--- src/qacs_pkg.sv ---
package qacs_pkg;

    // Characters with a meaning outside quotes
    localparam logic [7:0] CH_SEMI   = 8'h3B;  // ';'
    localparam logic [7:0] CH_PIPE   = 8'h7C;  // '|'
    localparam logic [7:0] CH_AMP    = 8'h26;  // '&'
    localparam logic [7:0] CH_BSLASH = 8'h5C;  // '\'
    localparam logic [7:0] CH_SQUOTE = 8'h27;  // single quote
    localparam logic [7:0] CH_DQUOTE = 8'h22;  // double quote

    // Results one byte can cause, and the result queue that absorbs them
    localparam int MAX_RES   = 3;
    localparam int RES_IDX_W = $clog2(MAX_RES);
    localparam int Q_DEPTH   = 8;
    localparam int Q_PTR_W   = $clog2(Q_DEPTH);
    localparam int Q_CNT_W   = $clog2(Q_DEPTH + 1);

    typedef struct packed {
        logic [7:0] seg_byte;
        logic       is_boundary;
        logic       last;
    } t_result;

endpackage

--- src/quote_aware_command_splitter_core.sv ---
// Timing: the first result of an accepted byte is offered in the cycle after acceptance when
//   the result queue is empty; otherwise it waits behind the results already queued.
// Throughput: one command byte per cycle while at most five results are queued; each byte
//   causes zero to three results, which leave through an 8-entry result queue at one per
//   cycle, so the output port sets the long-run rate if bytes average over one result.
// Reset: synchronous, active low; clears quote, hold and escape state and empties the queue.
module quote_aware_command_splitter_core (
    input  logic       i_clk,
    input  logic       i_rst_n,
    // input stream
    input  logic       i_s_axis_tvalid,
    output logic       o_s_axis_tready,
    input  logic [7:0] i_s_axis_tdata,   // [7:0] cmd_byte
    input  logic       i_s_axis_tlast,   // end_of_command
    // result stream
    output logic       o_m_axis_tvalid,
    input  logic       i_m_axis_tready,
    output logic [7:0] o_m_axis_tdata,   // [7:0] seg_byte (zero on boundaries)
    output logic       o_m_axis_tuser,   // [0] is_boundary
    output logic       o_m_axis_tlast    // last result of the final command byte
);
    import qacs_pkg::*;

    // Parser state
    logic       r_sq, r_dq;        // single / double quote open
    logic       r_held_valid;      // '|' or '&' waiting for its lookahead byte
    logic [7:0] r_held_byte;
    logic       r_swallow;         // previous byte was an unquoted backslash
    logic       r_seg_has;         // open segment holds at least one byte

    logic       n_sq, n_dq, n_held_valid, n_swallow, n_seg_has;
    logic [7:0] n_held_byte;

    // Results produced by the byte on the input this cycle
    t_result             w_res [MAX_RES];
    logic [RES_IDX_W:0]  w_res_cnt;

    // Result queue
    t_result             r_mem [Q_DEPTH];
    logic [Q_PTR_W-1:0]  r_wr_ptr, r_rd_ptr;
    logic [Q_CNT_W-1:0]  r_count;

    logic in_xfer, out_xfer;

    // Accept only when the queue can take the worst case of one byte
    assign o_s_axis_tready = (r_count <= Q_CNT_W'(Q_DEPTH - MAX_RES));
    assign in_xfer         = i_s_axis_tvalid & o_s_axis_tready;
    assign o_m_axis_tvalid = (r_count != '0);
    assign out_xfer        = o_m_axis_tvalid & i_m_axis_tready;

    assign o_m_axis_tdata  = r_mem[r_rd_ptr].seg_byte;
    assign o_m_axis_tuser  = r_mem[r_rd_ptr].is_boundary;
    assign o_m_axis_tlast  = r_mem[r_rd_ptr].last;

    // Single-pass parse of one byte: resolve the held operator, classify the
    // byte, then close out the command if this is its final byte.
    always_comb begin
        logic [7:0]         c;
        logic               do_take;
        logic               unq;
        logic [RES_IDX_W:0] k;

        c       = i_s_axis_tdata;
        do_take = 1'b1;
        k       = '0;
        for (int i = 0; i < MAX_RES; i++) begin
            w_res[i] = '0;
        end

        n_sq         = r_sq;
        n_dq         = r_dq;
        n_held_valid = r_held_valid;
        n_held_byte  = r_held_byte;
        n_swallow    = r_swallow;
        n_seg_has    = r_seg_has;

        // Held operator meets its lookahead
        if (r_held_valid) begin
            if (c == r_held_byte) begin
                // '||' or '&&'
                w_res[k[RES_IDX_W-1:0]].is_boundary = 1'b1;
                n_seg_has = 1'b0;
                k         = k + 1'b1;
                do_take   = 1'b0;
            end else if (r_held_byte == CH_PIPE) begin
                // single pipe
                w_res[k[RES_IDX_W-1:0]].is_boundary = 1'b1;
                n_seg_has = 1'b0;
                k         = k + 1'b1;
            end else begin
                // lone '&' is plain text
                w_res[k[RES_IDX_W-1:0]].seg_byte = r_held_byte;
                n_seg_has = 1'b1;
                k         = k + 1'b1;
            end
            n_held_valid = 1'b0;
            n_held_byte  = '0;
        end

        unq = !n_sq && !n_dq;
        if (do_take) begin
            if (n_swallow) begin
                n_swallow = 1'b0;
                w_res[k[RES_IDX_W-1:0]].seg_byte = c;
                n_seg_has = 1'b1;
                k         = k + 1'b1;
            end else if (unq && c == CH_BSLASH) begin
                n_swallow = 1'b1;
                w_res[k[RES_IDX_W-1:0]].seg_byte = c;
                n_seg_has = 1'b1;
                k         = k + 1'b1;
            end else if (unq && c == CH_SEMI) begin
                w_res[k[RES_IDX_W-1:0]].is_boundary = 1'b1;
                n_seg_has = 1'b0;
                k         = k + 1'b1;
            end else if (unq && (c == CH_PIPE || c == CH_AMP)) begin
                n_held_valid = 1'b1;
                n_held_byte  = c;
            end else begin
                if (c == CH_SQUOTE && !n_dq) begin
                    n_sq = !n_sq;
                end else if (c == CH_DQUOTE && !n_sq) begin
                    n_dq = !n_dq;
                end
                w_res[k[RES_IDX_W-1:0]].seg_byte = c;
                n_seg_has = 1'b1;
                k         = k + 1'b1;
            end
        end

        // Final byte: flush any held operator, close a non-empty segment
        if (i_s_axis_tlast) begin
            if (n_held_valid) begin
                if (n_held_byte == CH_PIPE) begin
                    w_res[k[RES_IDX_W-1:0]].is_boundary = 1'b1;
                    n_seg_has = 1'b0;
                end else begin
                    w_res[k[RES_IDX_W-1:0]].seg_byte = n_held_byte;
                    n_seg_has = 1'b1;
                end
                k = k + 1'b1;
            end
            if (n_seg_has) begin
                w_res[k[RES_IDX_W-1:0]].is_boundary = 1'b1;
                k = k + 1'b1;
            end
            if (k != '0) begin
                w_res[RES_IDX_W'(k - 1'b1)].last = 1'b1;
            end
            // next byte starts a fresh command
            n_sq         = 1'b0;
            n_dq         = 1'b0;
            n_held_valid = 1'b0;
            n_held_byte  = '0;
            n_swallow    = 1'b0;
            n_seg_has    = 1'b0;
        end

        w_res_cnt = k;
    end

    // Parser state registers
    always_ff @(posedge i_clk) begin
        if (!i_rst_n) begin
            r_sq         <= 1'b0;
            r_dq         <= 1'b0;
            r_held_valid <= 1'b0;
            r_held_byte  <= '0;
            r_swallow    <= 1'b0;
            r_seg_has    <= 1'b0;
        end else if (in_xfer) begin
            r_sq         <= n_sq;
            r_dq         <= n_dq;
            r_held_valid <= n_held_valid;
            r_held_byte  <= n_held_byte;
            r_swallow    <= n_swallow;
            r_seg_has    <= n_seg_has;
        end
    end

    // Queue storage: up to MAX_RES entries written per transaction
    always_ff @(posedge i_clk) begin
        if (in_xfer) begin
            for (int i = 0; i < MAX_RES; i++) begin
                if (w_res_cnt > (RES_IDX_W + 1)'(i)) begin
                    r_mem[r_wr_ptr + Q_PTR_W'(i)] <= w_res[i];
                end
            end
        end
    end

    // Queue pointers and fill level
    always_ff @(posedge i_clk) begin
        if (!i_rst_n) begin
            r_wr_ptr <= '0;
            r_rd_ptr <= '0;
            r_count  <= '0;
        end else begin
            if (in_xfer) begin
                r_wr_ptr <= r_wr_ptr + Q_PTR_W'(w_res_cnt);
            end
            if (out_xfer) begin
                r_rd_ptr <= r_rd_ptr + 1'b1;
            end
            r_count <= r_count + (in_xfer ? Q_CNT_W'(w_res_cnt) : '0)
                               - Q_CNT_W'(out_xfer);
        end
    end

    // Queue never overfills
    a_no_overflow: assert property (@(posedge i_clk) disable iff (!i_rst_n)
        r_count <= Q_CNT_W'(Q_DEPTH))
        else $error("result queue overflow");

    // Boundary markers carry a zero byte
    a_boundary_zero: assert property (@(posedge i_clk) disable iff (!i_rst_n)
        (o_m_axis_tvalid && o_m_axis_tuser) |-> (o_m_axis_tdata == 8'h00))
        else $error("boundary result with nonzero byte");

    // Final byte of a command leaves the parser in its reset state
    a_eoc_clears: assert property (@(posedge i_clk) disable iff (!i_rst_n)
        (in_xfer && i_s_axis_tlast) |=>
        (!r_sq && !r_dq && !r_held_valid && !r_swallow && !r_seg_has))
        else $error("parser state not cleared after end of command");

    // Nothing is held unless it is a pipe or an ampersand
    a_held_kind: assert property (@(posedge i_clk) disable iff (!i_rst_n)
        r_held_valid |-> (r_held_byte == CH_PIPE || r_held_byte == CH_AMP))
        else $error("held byte is not an operator");

endmodule

--- config.mk ---
export PLATFORM = sky130hd
export DESIGN_NAME = quote_aware_command_splitter_core
export DESIGN_NICKNAME = d
export VERILOG_FILES = /design/src/qacs_pkg.sv /design/src/quote_aware_command_splitter_core.sv
export SDC_FILE = /design/constraint.sdc
export NUM_CORES = 1
export LEC_CHECK = 0
export ABC_AREA = 1
export BUFFER_PORTS_ARGS = -buffer_cell sky130_fd_sc_hd__buf_2
export CORE_MARGIN = 1
export CORE_UTILIZATION = 45
export CTS_CLUSTER_SIZE = 10
export DETAILED_ROUTE_END_ITERATION = 8
export MAX_ROUTING_LAYER = met4
export PLACE_DENSITY = 0.7
export SKIP_LAST_GASP = 1
export SYNTH_ARGS = -nofsm -noshare
export SYNTH_HDL_FRONTEND = slang
export SYNTH_SLANG_ARGS = --single-unit
export TNS_END_PERCENT = 100
--- constraint.sdc ---
create_clock -name i_clk -period 5.6 [get_ports i_clk]
set_input_delay 1.12 -clock i_clk [delete_from_list [all_inputs] [get_ports i_clk]]
set_output_delay 1.12 -clock i_clk [all_outputs]
set_load 0.03 [all_outputs]
==> results.md <==
* Slew HR at 21.71%
* Worst R2R Start: r_held_valid
* Hold_buf cts at 0
* Register area at 2903 µm²
* H-tree Lvls at 3
* Synth area leaders: edfxtp_1, nand2_1, nand3_1
* Dpl cells at 1,302
* Commonest cells post-synth: nand2_1, nand3_1, nor2_1, inv_1, edfxtp_1
* Worst setup path start: i_s_axis_tdata[4]
* EDFF count, synth at 80
* Worst skew pair latency at 0.36 ns
* Top FF cell, synth: edfxtp_1
* Sw Pwr at 1050 µW
* Max Cap Violations at 0
* Worst-case clock buffer depth at 2
* Worst-path clk slew at 0.07 ns
* WS Path Type: input port to flip-flop
* Delay-heaviest family, CP: simple AND/OR/NAND/NOR gates
* Layout Skew at 0.007435 ns
* Switching Fraction at 40.28%
* Net count after synthesis at 1,126
* Fill cell count at 1,651
* Crit path time final at 5.023 ns
* Initial DRC count at 776
* Min-Delay Path Class: flip-flop to flip-flop
* Fmax at 0.1991 GHz
* Worst VDD drop at 0.1638 mV
* Ys async rst share at 0%
* Tightest Pin Transition at 1.166 ns
* Synth Register Bits at 105
* DRT Wirelength at 22,930 µm
* Final Cycle Share at 89.70%
* R2R depth at 17
* Routability cong. at 0.9546
* DR pass1 iterations at 6
* Bufs and invs on worst path at 7
* Die ar. at 17,280 µm²
* Syn-to-layout area delta at 7.200%
* Core area at 16,120 µm²
* Worst-path fanout max at 27
* Post-Syn Instances at 1,093
* Warnings from Yosys at 0
* R2r endpoint: r_mem[5][3]
* Total track usage at 27.55%
* CTS Sinks at 105
* Top-count cell post-synth: nand2_1
* Vias at 7,312
* Seq/Total Area, Yosys at 38.49%
* Largest net degree at the start of global routing at 46
* I/O Buffers at 24
* CP required at 5.61 ns
* Max stage delay on crit path at 0.44 ns
* Logic gate share of total power at 36.0%
* Finished Layout Cells at 1,318
* Initial antenna violation count at 0
* Die W at 131.5 µm
* CP Capture Type: flip-flop
* Cts bufs inserted at 9
* Resized Gates After CTS at 0
* Internal power at 1556 µW
* Leakage at 0.003864 µW
* Count of cell types in the netlist at 45
* Starting density of the core at 46.80%
* Placement row count at 46
* Seq pwr share at 38.8%
* Setup violations, final at 0
* Antenna viol nets, final at 0
* Cell accounting for the most synthesized area: edfxtp_1
* DRC at 0
* Num ports at 25
* CTS tree: built
* Slew Limit Fails at 0
* RSZ-0062 raised after global routing: false
* Critical path depth at 27
* Worst path slowest cell: nand3_1
* R2R setup slack at 1.22 ns
* Top cell type's share of synthesized area at 31.85%
* Setup bufs post-CTS at 0
* Post-layout util at 50.17%
* Netlist Area Pre-Place at 7542 µm²
* CP arrival at 5.03 ns
* Power per cell area at 322.3 nW/µm²
* Outcome: complete, no violations
* First-pass GRT wire length at 35,650 µm
* Die H at 131.5 µm
* Crit start category: input port
* TNS Setup at 0 ns
* Avg Cell Area, Syn at 6.900 µm²
* Clock Tree Root: clkbuf_16
* Clock Power Share at 25.2%
* Routed WL per cell at 17.40 µm
* Post-DR vias/cell at 5.548
* Hpwl dp at 16,650 µm
* # diodes at 0
* NumNets Final at 1,130
* Congestion Overflow GR at 0
* Multi-input gate area at 3936 µm²
* Final hold vios at 0
* Critical Path Sink: r_mem[5][3]
* Cell mode on critical path: nand2_1
* Share of cells above drive strength 1 at 8.711%
* Vias in the first global route at 6,641
sequential cells by signal, indices dropped and copies added (netlist names), named ones only:
signal        cells
r_mem            80
r_held_byte       8
r_count           4
r_rd_ptr          3
r_wr_ptr          3
r_dq              1
r_held_valid      1
r_sq              1
r_swallow         1
per-stage QoR:
stage	area, µm²	setup WS [ns]	hold WS, ns	total power, µW
floorplan	7542	0.9096	0.4123	1696
global placement	7782	0.4251	0.4325	1944
detailed placement	7782	0.3098	0.4327	1956
CTS	8085	0.6546	0.4393	2603
global route	8085	0.1983	0.4637	2747
finish	8085	0.5769	0.4428	2606
kinds of logic after synthesis:
kind of cell / Yosys count / synth area share (%)
buf+inv: 156 / 9.323
simple gates: 678 / 38.52
compound gates: 128 / 9.456
xor+xnor: 6 / 0.6967
flops: 105 / 38.49
fa+ha+maj: 20 / 3.517
layer usage:
layer / global-route usage, % / vias up / routed length (µm)
li1: - / 3581 / -
met1: 35.36 / 3293 / 9516
met2: 42.33 / 361 / 10410
met3: 4.707 / 77 / 2063
met4: 12.73 / 0 / 943
met5: - / - / 0
how the worst min path moves through the flow:
stage	start	endpoint	slack, ns	cells after the start
6_report	r_rd_ptr[2]	flip-flop	0.44	1
5_1_grt	r_rd_ptr[2]	flip-flop	0.46	1
4_1_cts	r_rd_ptr[2]	flip-flop	0.44	1
3_5_place_dp	r_rd_ptr[2]	r_rd_ptr[2]	0.43	1
3_3_place_gp	r_rd_ptr[2]	r_rd_ptr[2]	0.43	1
2_1_floorplan	r_rd_ptr[2]	flip-flop	0.41	1
cell type report:
type / instances / area share (%)
clock inverters: 7 / 0.9595
multi-input cells: 832 / 48.68
flip-flops and latches: 105 / 35.90
clock buffers: 9 / 2.786
inverters: 106 / 4.921
repair buffers: 43 / 3.405
well taps: 216 / 3.343
power groups by stage:
| stage | Clock [µW] | Sequential, µW | Combinational (µW) |
|---|---|---|---|
| after floorplan | 0 | 989 | 707 |
| final | 656 | 1010 | 939 |
| after global routing | 693 | 1020 | 1030 |
| after detailed placement | 0 | 1030 | 929 |
| after CTS | 660 | 1010 | 932 |
| after global placement | 0 | 1030 | 918 |
cell usage in the layout, fill, tap and decap left out, types with 3 or more instances in the layout:
cell type / Yosys / routed
edfxtp_1: 80 / 80
clkbuf_16: 0 / 9
o21ai_0: 59 / 59
inv_2: 6 / 6
xnor2_1: 6 / 6
nand2_4: 5 / 5
buf_2: 12 / 24
a31oi_1: 11 / 11
nand3_2: 9 / 9
a21oi_1: 29 / 29
clkinvlp_4: 0 / 3
ha_1: 18 / 18
nand2_2: 11 / 11
nand4_1: 6 / 6
nand3_1: 132 / 132
nand2_1: 377 / 377
dfxtp_1: 25 / 25
nor2_1: 119 / 119
o21ai_1: 5 / 5
o22ai_1: 10 / 10
nor3_1: 12 / 12
o211ai_1: 3 / 3
buf_4: 2 / 18
inv_1: 99 / 99
Power figures use the tool's default switching activity.
